--- src/design/hbpx_pkg.sv ---
// Shared types and constants for the variable-length code bit packer.
`timescale 1ns / 1ps
package hbpx_pkg;

   localparam int MAX_CODE_BITS = 32;
   localparam int CODE_WIDTH    = 32;
   localparam int LEN_WIDTH     = 6;
   localparam int BYTE_WIDTH    = 8;
   localparam int VBITS_WIDTH   = 4;
   localparam int QUEUE_DEPTH   = 4;
   localparam int QPTR_WIDTH    = $clog2(QUEUE_DEPTH);
   localparam int QCNT_WIDTH    = $clog2(QUEUE_DEPTH + 1);

   localparam logic [LEN_WIDTH-1:0] LEN_LIMIT =
      LEN_WIDTH'((MAX_CODE_BITS < CODE_WIDTH) ? MAX_CODE_BITS : CODE_WIDTH);

   localparam logic [VBITS_WIDTH-1:0] FULL_BYTE = VBITS_WIDTH'(BYTE_WIDTH);

   typedef struct packed {
      logic [CODE_WIDTH-1:0] code_value;
      logic [LEN_WIDTH-1:0]  code_length;
      logic                  last_item;
   } code_entry_type;

   typedef struct packed {
      logic           valid;
      code_entry_type entry;
   } queue_head_type;

endpackage

--- src/design/hbpx_front.sv ---
// Request intake: clamps the code length and queues requests for the packer.
`timescale 1ns / 1ps
module hbpx_front (
   input  logic                                   clock,
   input  logic                                   reset,
   input  logic                                   req_valid,
   output logic                                   req_stall,
   input  logic [hbpx_pkg::CODE_WIDTH-1:0]        req_code_value,
   input  logic [hbpx_pkg::LEN_WIDTH-1:0]         req_code_length,
   input  logic                                   req_last_item,
   output hbpx_pkg::queue_head_type               q_head,
   input  logic                                   q_pop
);

   localparam int PW = hbpx_pkg::QPTR_WIDTH;
   localparam int NW = hbpx_pkg::QCNT_WIDTH;

   hbpx_pkg::code_entry_type              queue_ff [hbpx_pkg::QUEUE_DEPTH];
   logic [PW-1:0]                         wr_ptr_ff, wr_ptr_in;
   logic [PW-1:0]                         rd_ptr_ff, rd_ptr_in;
   logic [NW-1:0]                         count_ff, count_in;
   hbpx_pkg::code_entry_type              entry;
   logic                                  push;
   logic                                  pop;

   assign req_stall = (count_ff == NW'(hbpx_pkg::QUEUE_DEPTH));
   assign push      = req_valid && !req_stall;
   assign pop       = q_pop && (count_ff != '0);

   always_comb begin
      entry.code_value  = req_code_value;
      entry.code_length = (req_code_length > hbpx_pkg::LEN_LIMIT) ?
                          hbpx_pkg::LEN_LIMIT : req_code_length;
      entry.last_item   = req_last_item;
   end

   always_comb begin
      wr_ptr_in = push ? wr_ptr_ff + PW'(1) : wr_ptr_ff;
      rd_ptr_in = pop  ? rd_ptr_ff + PW'(1) : rd_ptr_ff;
      count_in  = count_ff;
      if (push && !pop) begin
         count_in = count_ff + NW'(1);
      end else if (pop && !push) begin
         count_in = count_ff - NW'(1);
      end
   end

   always_ff @(posedge clock) begin
      if (reset) begin
         wr_ptr_ff <= '0;
         rd_ptr_ff <= '0;
         count_ff  <= '0;
      end else begin
         wr_ptr_ff <= wr_ptr_in;
         rd_ptr_ff <= rd_ptr_in;
         count_ff  <= count_in;
      end
   end

   always_ff @(posedge clock) begin
      if (push) begin
         queue_ff[wr_ptr_ff] <= entry;
      end
   end

   assign q_head.valid = (count_ff != '0);
   assign q_head.entry = queue_ff[rd_ptr_ff];

endmodule

--- src/design/hbpx_back.sv ---
// Packing engine: shifts code bits into bytes, keeps the checksum, drives responses.
`timescale 1ns / 1ps
module hbpx_back (
   input  logic                                   clock,
   input  logic                                   reset,
   input  hbpx_pkg::queue_head_type               q_head,
   output logic                                   q_pop,
   input  logic                                   csr_wr_en,
   input  logic [hbpx_pkg::BYTE_WIDTH-1:0]        csr_checksum_seed,
   output logic                                   rsp_valid,
   input  logic                                   rsp_stall,
   output logic [hbpx_pkg::BYTE_WIDTH-1:0]        rsp_out_byte,
   output logic                                   rsp_has_byte,
   output logic [hbpx_pkg::VBITS_WIDTH-1:0]       rsp_valid_bits,
   output logic [hbpx_pkg::BYTE_WIDTH-1:0]        rsp_running_checksum,
   output logic                                   rsp_end_of_run
);

   localparam int BW  = hbpx_pkg::BYTE_WIDTH;
   localparam int VW  = hbpx_pkg::VBITS_WIDTH;
   localparam int LW  = hbpx_pkg::LEN_WIDTH;
   localparam int CW  = hbpx_pkg::CODE_WIDTH;

   logic                busy_ff, busy_in;
   logic [CW-1:0]       value_ff, value_in;
   logic [LW-1:0]       rem_ff, rem_in;
   logic                last_ff, last_in;
   logic [BW-1:0]       bits_ff, bits_in;
   logic [VW-1:0]       cnt_ff, cnt_in;
   logic [BW-1:0]       xor_ff, xor_in;
   logic [BW-1:0]       seed_ff, seed_in;

   logic                rsp_valid_ff, rsp_valid_in;
   logic [BW-1:0]       rsp_byte_ff, rsp_byte_in;
   logic                rsp_has_ff, rsp_has_in;
   logic [VW-1:0]       rsp_vbits_ff, rsp_vbits_in;
   logic [BW-1:0]       rsp_sum_ff, rsp_sum_in;
   logic                rsp_end_ff, rsp_end_in;

   logic                out_free;
   logic                emit_byte;
   logic                emit_flush;
   logic                emit;
   logic                step;
   logic                done;
   logic [BW-1:0]       base_bits;
   logic [VW-1:0]       base_cnt;
   logic [VW-1:0]       room;
   logic [VW-1:0]       take;
   logic [LW-1:0]       rem_next;
   logic [CW-1:0]       shifted;
   logic [BW-1:0]       take_mask;
   logic [BW-1:0]       new_bits;
   logic [BW-1:0]       flush_byte;
   logic [BW-1:0]       res_byte;

   assign out_free   = !rsp_valid_ff || !rsp_stall;
   assign emit_byte  = busy_ff && (cnt_ff == hbpx_pkg::FULL_BYTE) && (rem_ff != '0);
   assign emit_flush = busy_ff && (rem_ff == '0) && last_ff;
   assign emit       = emit_byte || emit_flush;
   assign step       = busy_ff && (!emit || out_free);

   always_comb begin
      base_bits  = emit_byte ? '0 : bits_ff;
      base_cnt   = emit_byte ? '0 : cnt_ff;
      room       = hbpx_pkg::FULL_BYTE - base_cnt;
      take       = (rem_ff < LW'(room)) ? VW'(rem_ff) : room;
      rem_next   = rem_ff - LW'(take);
      shifted    = value_ff >> rem_next;
      take_mask  = BW'((16'd1 << take) - 16'd1);
      new_bits   = BW'((16'(base_bits) << take) | 16'(shifted[BW-1:0] & take_mask));
      flush_byte = BW'(16'(bits_ff) << (hbpx_pkg::FULL_BYTE - cnt_ff));
      done       = emit_flush || ((rem_next == '0) && !last_ff);
      res_byte   = emit_byte ? bits_ff : ((cnt_ff == '0) ? '0 : flush_byte);
   end

   assign q_pop = q_head.valid && (!busy_ff || (step && done));

   always_comb begin
      busy_in  = busy_ff;
      value_in = value_ff;
      rem_in   = rem_ff;
      last_in  = last_ff;
      bits_in  = bits_ff;
      cnt_in   = cnt_ff;
      xor_in   = xor_ff;
      seed_in  = seed_ff;
      if (step) begin
         rem_in  = rem_next;
         bits_in = new_bits;
         cnt_in  = base_cnt + take;
         if (emit_byte) begin
            xor_in = xor_ff ^ bits_ff;
         end
         if (emit_flush) begin
            bits_in = '0;
            cnt_in  = '0;
            xor_in  = seed_ff;
         end
         if (done) begin
            busy_in = 1'b0;
         end
      end
      if (q_pop) begin
         busy_in  = 1'b1;
         value_in = q_head.entry.code_value;
         rem_in   = q_head.entry.code_length;
         last_in  = q_head.entry.last_item;
      end
      if (csr_wr_en) begin
         seed_in = csr_checksum_seed;
         xor_in  = csr_checksum_seed;
      end
   end

   always_comb begin
      rsp_valid_in = rsp_valid_ff;
      rsp_byte_in  = rsp_byte_ff;
      rsp_has_in   = rsp_has_ff;
      rsp_vbits_in = rsp_vbits_ff;
      rsp_sum_in   = rsp_sum_ff;
      rsp_end_in   = rsp_end_ff;
      if (step && emit) begin
         rsp_valid_in = 1'b1;
         rsp_byte_in  = res_byte;
         rsp_has_in   = emit_byte || (cnt_ff != '0);
         rsp_vbits_in = (emit_byte || (cnt_ff == '0)) ? hbpx_pkg::FULL_BYTE : cnt_ff;
         rsp_sum_in   = xor_ff ^ res_byte;
         rsp_end_in   = done;
      end else if (rsp_valid_ff && !rsp_stall) begin
         rsp_valid_in = 1'b0;
      end
   end

   always_ff @(posedge clock) begin
      if (reset) begin
         busy_ff      <= 1'b0;
         rem_ff       <= '0;
         last_ff      <= 1'b0;
         bits_ff      <= '0;
         cnt_ff       <= '0;
         xor_ff       <= '0;
         seed_ff      <= '0;
         rsp_valid_ff <= 1'b0;
      end else begin
         busy_ff      <= busy_in;
         rem_ff       <= rem_in;
         last_ff      <= last_in;
         bits_ff      <= bits_in;
         cnt_ff       <= cnt_in;
         xor_ff       <= xor_in;
         seed_ff      <= seed_in;
         rsp_valid_ff <= rsp_valid_in;
      end
   end

   always_ff @(posedge clock) begin
      value_ff     <= value_in;
      rsp_byte_ff  <= rsp_byte_in;
      rsp_has_ff   <= rsp_has_in;
      rsp_vbits_ff <= rsp_vbits_in;
      rsp_sum_ff   <= rsp_sum_in;
      rsp_end_ff   <= rsp_end_in;
   end

   assign rsp_valid            = rsp_valid_ff;
   assign rsp_out_byte         = rsp_byte_ff;
   assign rsp_has_byte         = rsp_has_ff;
   assign rsp_valid_bits       = rsp_vbits_ff;
   assign rsp_running_checksum = rsp_sum_ff;
   assign rsp_end_of_run       = rsp_end_ff;

endmodule

--- src/design/huffman_bit_packer_xor_core.sv ---
// Top level of the variable-length code bit packer with XOR checksum.
// Usage:
//   Each request carries one code word (code_value, code_length, last_item).
//   Bits are packed MSB first; a full byte is sent once a further bit
//   arrives, and a request with last_item set flushes the held bits,
//   zero padded, with the bit count and final checksum, then restarts the
//   checksum from the seed. An empty flush returns has_byte 0, valid_bits 8.
//   csr_wr_en loads the seed and the running checksum; write only when idle.
// Queue and throughput:
//   A request enters a four-entry queue; the packer takes up to eight bits
//   and sends at most one byte per cycle, so a request stays in the packer
//   until all its bits are taken, and longer while rsp_stall holds a byte.
//   A request passes the queue and the packer state before its response is registered.
// Reset and stall:
//   Reset empties the queue, clears held bits and zeroes seed and checksum.
//   While rsp_stall is high the response holds; the packer waits on the
//   next byte and req_stall rises once the queue is full.
`timescale 1ns / 1ps
module huffman_bit_packer_xor_core (
   input  logic                                   clock,
   input  logic                                   reset,
   input  logic                                   req_valid,
   output logic                                   req_stall,
   input  logic [hbpx_pkg::CODE_WIDTH-1:0]        req_code_value,
   input  logic [hbpx_pkg::LEN_WIDTH-1:0]         req_code_length,
   input  logic                                   req_last_item,
   input  logic                                   csr_wr_en,
   input  logic [hbpx_pkg::BYTE_WIDTH-1:0]        csr_checksum_seed,
   output logic                                   rsp_valid,
   input  logic                                   rsp_stall,
   output logic [hbpx_pkg::BYTE_WIDTH-1:0]        rsp_out_byte,
   output logic                                   rsp_has_byte,
   output logic [hbpx_pkg::VBITS_WIDTH-1:0]       rsp_valid_bits,
   output logic [hbpx_pkg::BYTE_WIDTH-1:0]        rsp_running_checksum,
   output logic                                   rsp_end_of_run
);

   hbpx_pkg::queue_head_type q_head;
   logic                     q_pop;

   hbpx_front u_front (
      .clock           (clock),
      .reset           (reset),
      .req_valid       (req_valid),
      .req_stall       (req_stall),
      .req_code_value  (req_code_value),
      .req_code_length (req_code_length),
      .req_last_item   (req_last_item),
      .q_head          (q_head),
      .q_pop           (q_pop)
   );

   hbpx_back u_back (
      .clock                (clock),
      .reset                (reset),
      .q_head               (q_head),
      .q_pop                (q_pop),
      .csr_wr_en            (csr_wr_en),
      .csr_checksum_seed    (csr_checksum_seed),
      .rsp_valid            (rsp_valid),
      .rsp_stall            (rsp_stall),
      .rsp_out_byte         (rsp_out_byte),
      .rsp_has_byte         (rsp_has_byte),
      .rsp_valid_bits       (rsp_valid_bits),
      .rsp_running_checksum (rsp_running_checksum),
      .rsp_end_of_run       (rsp_end_of_run)
   );

endmodule
--- config.mk ---
export PLATFORM = sky130hd
export DESIGN_NAME = huffman_bit_packer_xor_core
export DESIGN_NICKNAME = d
export VERILOG_FILES = /design/src/design/hbpx_pkg.sv /design/src/design/hbpx_front.sv /design/src/design/hbpx_back.sv /design/src/design/huffman_bit_packer_xor_core.sv
export SDC_FILE = /design/constraint.sdc
export NUM_CORES = 1
export LEC_CHECK = 0
export ABC_AREA = 1
export BUFFER_PORTS_ARGS = -buffer_cell sky130_fd_sc_hd__buf_2
export CORE_ASPECT_RATIO = 1.75
export CORE_MARGIN = 2
export CORE_UTILIZATION = 60
export DETAILED_ROUTE_END_ITERATION = 12
export PLACE_DENSITY = 0.79
export SYNTH_ARGS = -nofsm -noshare
export SYNTH_HDL_FRONTEND = slang
export SYNTH_SLANG_ARGS = --single-unit
--- constraint.sdc ---
create_clock -name clock -period 14.05 [get_ports clock]
set_input_delay 1.405 -clock clock [delete_from_list [all_inputs] [get_ports clock]]
set_output_delay 1.405 -clock clock [all_outputs]
set_load 0.02 [all_outputs]
# Yosys cells after proc, flatten, opt, wreduce, memory -nomap -nowiden
# Memories as Yosys holds them, arrays and structs flattened. A register that Yosys moved wholly into a read port is not among the register bits.
# Index checks and enable logic that the tools add are counted.
# W data, S select, Z words.
dict set report op_classes {
  add_sub_neg 9
  order_cmp 2
  n_eq_ne 2
  n_shift 4
  muxes 25
  n_bitwise 4
  reduce_logical 43
}
# op count
set op_table {}
lappend op_table {{$mux W8} 8}
lappend op_table {{$shr A32 B6 Y8} 1}
lappend op_table {{$mux W6} 3}
lappend op_table {{$shl A8 B4 Y8} 2}
lappend op_table {{$xor A8 B8 Y8} 2}
lappend op_table {{$logic_and A1 B1 Y1} 14}
lappend op_table {{$logic_not A6 Y1} 2}
lappend op_table {{$mux W4} 3}
lappend op_table {{$reduce_bool A2 Y1} 5}
lappend op_table {{$and A8 B8 Y8} 1}
lappend op_table {{$logic_not A1 Y1} 8}
lappend op_table {{$or A8 B8 Y8} 1}
lappend op_table {{$shl A1 B4 Y8 const A} 1}
lappend op_table {{$sub A4 B4 Y4 const A} 2}
lappend op_table {{$sub A8 B1 Y8 const B} 1}
lappend op_table {{$logic_or A1 B1 Y1} 7}
lappend op_table {{$mux W1} 7}
lappend op_table {{$gt A6 B6 Y1 const B} 1}
lappend op_table {{$lt A6 B4 Y1} 1}
lappend op_table {{$mux W3} 2}
lappend op_table {{$reduce_bool A3 Y1} 2}
lappend op_table {{$reduce_bool A6 Y1} 1}
lappend op_table {{$sub A6 B4 Y6} 1}
lappend op_table {{$add A2 B1 Y2 const B} 2}
lappend op_table {{other kinds (9)} 11}
dict set report word_totals {
  register_bits 98
  ramBits 156
  out_inout_bits 24
  mem_count 1
}
# name words width read_ports rd_ports_with_merged_regs wr line_no
set mem_list {}
lappend mem_list {u_front.queue_ff 4 39 1 1 1 hbpx_front.sv:18} ;# hbpx_pkg::code_entry_type queue_ff [hbpx_pkg::QUEUE_DEPTH];

# Logic depth before layout (Yosys ltp)
# Gate-level depths: netlist of the first run.
dict set report logic_depth {
  ltp_word 18
  depth_mapped 35
  mapped_depth_nobuf 32
}

# Modules after synthesis
# Synthesis of the first run repeated with hierarchy kept, for this count alone.
dict set report unflattened {
  hier_cells 1306
  hier_area_um2 12309.3
}
# module instances cells_each area_each_um2
set by_module_without_submodules {}
lappend by_module_without_submodules {hbpx_front 1 462 6327.3}
lappend by_module_without_submodules {hbpx_back 1 844 5982.0}

# Least setup slack after synthesis of the first run
# OpenSTA, ideal clock, no wires.
dict set report synth_path {
  path_kind {reg2reg}
  start {reg u_back.cnt_ff[0]}
  end {reg u_front.count_ff[2]}
  setup_ps 122
  t_arrival_ps 4692
  t_required_ps 13928
  setup_slack_ps 9236
  path_stages_with_launch 35
  n_path_buf 3
  period_less_slack_ps 4814
  cell_sequence {dfxtp_1 -> buf_4 -> inv_4 -> ha_1 -> xnor2_1 -> inv_2 -> ha_1 -> inv_1 -> a21oi_1 -> nand2_1 -> nand2_4 -> nand2_1 -> o21ai_0 -> buf_2 -> inv_1 -> ha_1 -> a21oi_1 -> nand2_2 -> nand3_1 -> nand2_1 -> nand2_1 -> nand2_2 -> nand3_2 -> nand2_2 -> nand2_2 -> nand2_4 -> nand2_4 -> buf_6 -> ha_1 -> inv_1 -> fa_1 -> a21oi_1 -> o21ai_0 -> o21ai_0 -> a21oi_1}
}
dict set report synth_between {
  elab_chain_cells 18
  word_cells_on_any_way 24
  cone_classes {add/sub: 2; order compare: 1; eq/ne: 1; mux: 3; reduce/logical: 17}
}
# element line_no
set synth_lines {}
lappend synth_lines {{start: declaration} hbpx_back.sv:29} ;# logic [VW-1:0] cnt_ff, cnt_in;
lappend synth_lines {{start signal: assignment} hbpx_back.sv:150} ;# cnt_ff <= cnt_in;
lappend synth_lines {{$eq A4 B4 Y1} hbpx_back.sv:58} ;# assign emit_byte = busy_ff && (cnt_ff == hbpx_pkg::FULL_BYTE) && (rem_ff != '0);
lappend synth_lines {{$logic_and A1 B1 Y1 (2 in series)} hbpx_back.sv:58}
lappend synth_lines {{$mux W4 *} hbpx_back.sv:65} ;# base_cnt = emit_byte ? '0 : cnt_ff;
lappend synth_lines {{$sub A4 B4 Y4 *} hbpx_back.sv:66} ;# room = hbpx_pkg::FULL_BYTE - base_cnt;
lappend synth_lines {{$lt A6 B4 Y1} hbpx_back.sv:67} ;# take = (rem_ff < LW'(room)) ? VW'(rem_ff) : room;
lappend synth_lines {{$mux W4 *} hbpx_back.sv:67}
lappend synth_lines {{$sub A6 B4 Y6 *} hbpx_back.sv:68} ;# rem_next = rem_ff - LW'(take);
lappend synth_lines {{$logic_not A6 Y1 *} hbpx_back.sv:73} ;# done = emit_flush || ((rem_next == '0) && !last_ff);
lappend synth_lines {{[... 2 more ...]} --}
lappend synth_lines {{named net u_back.done} hbpx_back.sv:45} ;# logic done;
lappend synth_lines {{$logic_and A1 B1 Y1 *} hbpx_back.sv:77} ;# assign q_pop = q_head.valid && (!busy_ff || (step && done));
lappend synth_lines {{$logic_or A1 B1 Y1 *} hbpx_back.sv:77}
lappend synth_lines {{$logic_and A1 B1 Y1 *} hbpx_back.sv:77}
lappend synth_lines {{$logic_and A1 B1 Y1 *} hbpx_front.sv:28} ;# assign pop = q_pop && (count_ff != '0);
lappend synth_lines {{$logic_not A1 Y1} hbpx_front.sv:41} ;# if (push && !pop) begin
lappend synth_lines {{$logic_and A1 B1 Y1} hbpx_front.sv:41}
lappend synth_lines {{$mux W3 / $reduce_bool A2 Y1 (equally long branches)} --}
lappend synth_lines {{end signal: assignment} hbpx_front.sv:56} ;# count_ff <= count_in;
lappend synth_lines {{end: declaration} hbpx_front.sv:21} ;# logic [NW-1:0] count_ff, count_in;
# The timed path passes the listed nets; every way through them passes the cells marked *.
# A chain may end at the register's enable or synchronous reset.

# Worst setup path after layout of the first run
dict set report layout_path {
  start {reg u_back.cnt_ff[0]}
  end {reg u_front.count_ff[1]}
}
dict set report layout_between {
  elab_chain_cells 18
  word_cells_on_any_way 24
  cone_classes {add/sub: 2; order compare: 1; eq/ne: 1; mux: 3; reduce/logical: 17}
}
# element line_no
set layout_lines {}
lappend layout_lines {{$eq A4 B4 Y1} hbpx_back.sv:58}
lappend layout_lines {{$logic_and A1 B1 Y1 (2 in series)} hbpx_back.sv:58}
lappend layout_lines {{$mux W4 *} hbpx_back.sv:65}
lappend layout_lines {{$sub A4 B4 Y4 *} hbpx_back.sv:66}
lappend layout_lines {{$lt A6 B4 Y1} hbpx_back.sv:67}
lappend layout_lines {{$mux W4 *} hbpx_back.sv:67}
lappend layout_lines {{$sub A6 B4 Y6 *} hbpx_back.sv:68}
lappend layout_lines {{$logic_not A6 Y1 *} hbpx_back.sv:73}
lappend layout_lines {{[... 2 more ...]} --}
lappend layout_lines {{named net u_back.done} hbpx_back.sv:45}
lappend layout_lines {{$logic_and A1 B1 Y1 *} hbpx_back.sv:77}
lappend layout_lines {{$logic_or A1 B1 Y1 *} hbpx_back.sv:77}
lappend layout_lines {{$logic_and A1 B1 Y1 *} hbpx_back.sv:77}
lappend layout_lines {{$logic_and A1 B1 Y1 *} hbpx_front.sv:28}
lappend layout_lines {{$logic_not A1 Y1 *} hbpx_front.sv:41}
lappend layout_lines {{$logic_and A1 B1 Y1 *} hbpx_front.sv:41}
lappend layout_lines {{$mux W3 *} hbpx_front.sv:41}
lappend layout_lines {{named net u_front.count_in[1]} hbpx_front.sv:21}
# Marks and branches as above.

==> impl_results.md, run 1 <==
* CTS buffer count at 23
* Global-route wire length before repair at approximately 42000 microns
* DRC violations left at 0
* Setup WS pre-CTS at 7.582 ns
* R2R depth at 27
* Met3 wire length at approximately 1200 microns
* Worst Setup Path Type: reg2reg
* Number of distinct library cells after synthesis at 39
* Post-CTS Resized at 0
* Number of global-route vias before repair at 8854
* Synth top area share at 0.5223
* Filler cells at roughly 1500
* Starting Density at 0.6116
* Largest net degree at the start of global routing at 80
* Rows at 68
* Tmin final at roughly 6.5 ns
* First-pass DRT Iterations at 5
* Reg-to-reg critical path endpoint: u_front.count_ff[1]$_SDFFE_PP0P_
* #FFs+latches synth at approximately 260
* Gr usage total at 0.2484
* Top FF cell, synth: edfxtp_1
* Status: complete, no violations
* GPL Wtd Cong at 1.003
* CTS tree: yes
* DR top layer: met4
* Drt via density at between 5 and 6
* CP arrival at between 6 and 7 ns
* Die width at approximately 110 microns
* Async SR Flop Fraction at 0
* GRT overflow at 0
* Post-DP HPWL at about 19000 microns
* Via Count at between 9000 and 10000
* # setup viols final at 0
* Metal2 WL at about 14000 microns
* Post-synth top cells: nand2_1 (309), edfxtp_1 (210), o21ai_0 (165), nor2_1 (120), inv_1 (84)
* Reg2Reg Setup Slack at approximately 7.6 ns
* Startpoint types: flop
* Drt wl/cell at 17.02 microns
* ANT cells at 0
* Ys Warns at 0
* Worst-Skew Late Latency at between 0.5 and 0.6 ns
* Die area at roughly 21000 sq um
* Iter 0 DRT Violations at 600
* Critical path required time at 14.47 ns
* Hold crit path type: reg2reg
* Largest cells by area after synthesis: edfxtp_1 (52%), nand2_1 (9.6%), dfxtp_1 (7.6%)
* Worst-Margin Slew at between 0.8 and 0.9 ns
* Avg Cell Area, Syn at 9.499 sq um
* Peak Freq at 0.1540 GHz
* Antenna violations before repair at 0
* Final WL at 26900 microns
* Crit-path max FO at 30
* Clock buffer depth at 3
* Setup Skew at 0.01528 ns
* Final nets at about 1400
* Area delta synth->final at 10.72%
* Register area share after synthesis at 0.5986
* Worst slew margin at 0.4144
* Reg2Reg Launch Point: u_back.cnt_ff[0]$_SDFFE_PP0P_
* Met1 wire length at ~9500 microns
* Core area at approximately 20000 sq um
* Setup TNS Final at 0 ns
* Synth Net Count at between 1000 and 1500
* Clock-pin transition on the worst setup and hold timing paths at ~0.070 ns
* Synthesized area at 12070 sq um
* CP endpoint kind: flop
* Final hold vios at 0
* RSZ-0062 raised after global routing: false
* Clk sink count at ~260
* Total I/O pin count at 76
* EDFF count, synth at between 200 and 250
* Die Y at approximately 190 microns
* # hold bufs at CTS at 0
* Period Utilization, post-route at 0.4622
* # H-tree levels at 1
* Layout cells sized above 1 at 0.1154
* Post-route ant nets at 0
* I/O Buffers at 75
* Most used standard cell by instance count after synthesis: nand2_1
* Max-cap violation count at 0
* Root Buffer: clkbuf_16
* Post-route setup slack at around 7.6 ns
* Gate Count Post-Synth at about 1300
* Count of final max-slew check failures at 0
* Worst Setup SP: u_back.cnt_ff[0]$_SDFFE_PP0P_
* Post-CTS Setup Inserts at 0
* CP Capture Point: u_front.count_ff[1]$_SDFFE_PP0P_
* Area leader, netlist: edfxtp_1
-- per-layer routing --
metal / GRT usage / up-vias
met5: 0 / -
met4: 0.1728 / 0
met3: 0.02998 / 108
met2: 0.4763 / 301
met1: 0.2450 / 4237
li1: - / 4485
-- placed cells by master, fill, tap and decap left out, drive strengths merged --
cell      Yosys  layout
clkinvlp      0       1
or2           1       1
nand4         5       5
o21ai       171     171
bufinv        0       3
ha           14      14
xor2         11      11
o211ai       21      21
nand3b        2       2
a21boi        1       1
nor2        124     124
and2          1       1
nand3        57      57
edfxtp      210     210
mux2i         1       1
a21oi        55      55
buf          12      87
clkinv        7      17
fa            3       3
nand2       320     320
dfxtp        46      46
a31oi        11      11
a32o          6       6
xnor2        10      10
o22ai        38      38
inv          88      90
nor3          3       3
clkbuf       53      26
-- stage by stage --
stage / cells / area (sq um) / hold WS (ns) / utilization
floorplan: 1271 / 12070 / 0.4412 / -
global placement: 1538 / 12600 / 0.4487 / 0.6386
detailed placement: 1538 / 12600 / 0.4526 / 0.6386
CTS: 1580 / 13370 / 0.4629 / 0.6772
global route: 1580 / 13370 / 0.4813 / 0.6772
finish: 1580 / 13370 / 0.4641 / 0.6772
-- registers in the layout, summed over array words and instances, names as in the netlist, named ones only --
signal	count
u_back.bits_ff	8
u_back.busy_ff	1
u_back.cnt_ff	4
u_back.last_ff	1
u_back.rem_ff	6
u_back.rsp_end_of_run	1
u_back.rsp_has_byte	1
u_back.rsp_out_byte	8
u_back.rsp_running_checksum	8
u_back.rsp_valid	1
u_back.rsp_valid_bits	4
u_back.seed_ff	8
u_back.value_ff	32
u_back.xor_ff	8
u_front.count_ff	3
u_front.queue_ff	156
u_front.rd_ptr_ff	2
u_front.wr_ptr_ff	2
-- worst min path at each step --
stage / end / slack (ns) / cells past startpoint / start
global placement: u_back.seed_ff[3]$_SDFFE_PP0P_ / 0.45 / 2 / u_back.seed_ff[3]$_SDFFE_PP0P_
CTS: u_back.seed_ff[3]$_SDFFE_PP0P_ / 0.46 / 2 / u_back.seed_ff[3]$_SDFFE_PP0P_
detailed placement: u_back.seed_ff[3]$_SDFFE_PP0P_ / 0.45 / 2 / u_back.seed_ff[3]$_SDFFE_PP0P_
global route: u_back.seed_ff[6]$_SDFFE_PP0P_ / 0.48 / 2 / u_back.seed_ff[6]$_SDFFE_PP0P_
finish: u_back.seed_ff[1]$_SDFFE_PP0P_ / 0.46 / 2 / u_back.seed_ff[1]$_SDFFE_PP0P_
floorplan: u_back.seed_ff[0]$_SDFFE_PP0P_ / 0.44 / 2 / u_back.seed_ff[0]$_SDFFE_PP0P_
-- worst max-delay path, cell delays in order, from the launching register on --
cell and delay (ns):
dfxtp_1 0.64, inv_4 0.10, ha_1 0.25, xnor2_1 0.48
inv_2 0.22, ha_1 0.33, inv_1 0.04, a21oi_1 0.12
nand2_1 0.10, nand2_4 0.16, o21ai_2 0.14, ha_1 0.26
fa_1 1.09, clkinv_1 0.35, buf_4 0.32, nor2_1 0.11
nand2_1 0.07, nor2_2 0.12, nand3_2 0.07, nand2_2 0.08
nand2_2 0.08, nand2_4 0.13, nand2_4 0.14, ha_1 0.23
inv_1 0.10, fa_1 0.41, o21ai_0 0.17, a21oi_1 0.05
-- final cells by class --
class	instances	area (sq um)	share of cell area
Sequential cell	256	7228	0.5408
Multi-Input combinational cell	855	4245	0.3176
Clock buffer	26	586.8	0.04390
Timing Repair Buffer	87	465.4	0.03482
Inverter	95	359.1	0.02687
Tap cell	245	306.5	0.02293
Clock inverter	16	175.2	0.01310
-- cell families after synthesis --
family	count (synthesis)	share of synthesized area
AOI/OAI and AO/OA	303	0.1384
adders and majority gates	17	0.01948
xor gates and xnor gates	21	0.01523
buffers and inverters	160	0.05223
muxes	1	0.0008291
and+or+nand+nor	513	0.1753
DFF	256	0.5986
Power of run 1 is not shown: default switching activity piles up to over one toggle a cycle in this logic, so the estimate is an artifact.
==> inputs of run 2 (changes only) <==
- clock period: 14.05 -> 6.19 ns (I/O delays scaled with it)
==> impl_results.md, run 2 (synthesis gave the netlist of run 1 again) <==
* Peak Freq at ~0.18 GHz
* Core area at between 15000 and 20000 sq um
* Metal2 WL at 14810 microns
* Critical path required time at ~6.6 ns
* # hold bufs at CTS at 0
* I/O Buffers at 75
* First-pass DRT Iterations at 5
* Setup WS pre-CTS at 0.5404 ns
* Max-cap violation count at 0
* Final WL at ~27000 microns
* Via Count at between 9000 and 10000
* Number of flip-flops under the largest register name at approximately 160
* Drt wl/cell at 17.31 microns
* # setup viols final at 0
* Final hold vios at 0
* RSZ-0062 raised after global routing: false
* Setup TNS Final at 0 ns
* DR top layer: met4
* Biggest regs: u_front.queue_ff: 156 flops, u_back.value_ff: 32 flops
* Root Buffer: clkbuf_16
* Global-route wire length before repair at ~44000 microns
* Post-CTS Resized at 0
* Clock-pin transition on the worst setup and hold timing paths at around 0.07 ns
* Layout cells sized above 1 at 0.1184
* Worst-Margin Slew at between 0.9 and 1 ns
* Clock buffer depth at 3
* DRC violations left at 0
* Final nets at ~1400
* Gr usage total at 0.2570
* Most flops, register: u_front.queue_ff
* Starting Density at 0.6116
* GPL Wtd Cong at around 0.95
* Commonest non-fill, non-tap cell in the layout: nand2_1
* Die Y at roughly 190 microns
* Post-route ant nets at 0
* Number of global-route vias before repair at approximately 9000
* Met1 wire length at ~9500 microns
* Rows at between 60 and 70
* Hold crit path type: in2reg
* Worst Setup Path Type: reg2reg
* Most frequent cells in the layout: nand2_1 (309), edfxtp_1 (210), o21ai_0 (164)
* Antenna violations before repair at 0
* Post-Layout Cell Count at 1580
* Count of final max-slew check failures at 0
* Drt via density at roughly 5.8
* Worst slew margin at 0.3905
* Period Utilization, post-route at 0.9231
* CTS buffer count at 22
* Clk sink count at around 260
* Iter 0 DRT Violations at around 700
* Hold WS at between 0.3 and 0.4 ns
* Startpoint types: flop
* Setup Skew at 0.01368 ns
* CP endpoint kind: flop
* Die area at 21320 sq um
* Post-CTS Setup Inserts at 0
* Post-DP HPWL at around 19000 microns
* Largest net degree at the start of global routing at 80
* CP arrival at 6.12 ns
* # H-tree levels at 1
* GRT overflow at 0
* Area delta synth->final at 10.68%
* Met3 wire length at between 1000 and 1500 microns
* Status: complete, no violations
* ANT cells at 0
* Post-route setup slack at around 0.48 ns
* Crit-path max FO at 29
* Tmin final at 5.714 ns
* Total I/O pin count at 76
* Dpl cells at around 1500
* CTS tree: yes
* Worst-Skew Late Latency at about 0.52 ns
* Die width at approximately 110 microns
[run 2: critical path: stages (launching register included)]
cell,delay (ns)
dfxtp_1,0.66
inv_4,0.10
ha_1,0.25
xnor2_1,0.50
inv_2,0.21
ha_1,0.34
inv_1,0.03
a21oi_1,0.10
nand2_1,0.10
nand2_4,0.15
o21ai_2,0.14
ha_1,0.27
fa_1,0.53
buf_4,0.27
clkinv_1,0.12
nor2_1,0.10
nand2_1,0.06
nor2_2,0.12
nand3_2,0.09
nand2_2,0.08
nand2_2,0.08
nand2_4,0.13
nand2_4,0.13
ha_1,0.24
inv_1,0.10
fa_1,0.42
o21ai_0,0.20
a21oi_1,0.06
[run 2: final timing paths]
path	startpoint	end	slack, ns	cells past startpoint
min	req_code_value[11]	u_front.queue_ff[0][18]$_DFFE_PP_	0.31	1
max reg2reg	u_back.cnt_ff[0]$_SDFFE_PP0P_	u_front.count_ff[1]$_SDFFE_PP0P_	0.48	27
min reg2reg	u_back.seed_ff[2]$_SDFFE_PP0P_	u_back.seed_ff[2]$_SDFFE_PP0P_	0.46	2
max	u_back.cnt_ff[0]$_SDFFE_PP0P_	u_front.count_ff[1]$_SDFFE_PP0P_	0.48	27
[run 2: cell type report]
class	count	area, sq um
clock inverter	11	120.1
multi-input combinational	855	4245
tap	245	306.5
sequential	256	7228
timing repair buffer	89	480.5
inverter	95	359.1
fill	1524	6376
clock buffer	29	623.1
[run 2: per-stage QoR]
stage	area, sq um	utilization
2_1_floorplan	12070	-
3_3_place_gp	12620	0.6393
3_5_place_dp	12620	0.6393
4_1_cts	13360	0.6770
5_1_grt	13360	0.6770
6_report	13360	0.6770
[run 2: per-layer routing]
metal / vias up / track usage
met5: - / 0
met4: 0 / 0.1776
met3: 109 / 0.03029
met2: 304 / 0.4911
met1: 4250 / 0.2559
li1: 4480 / -
Power of run 2 is left out for the same reason.
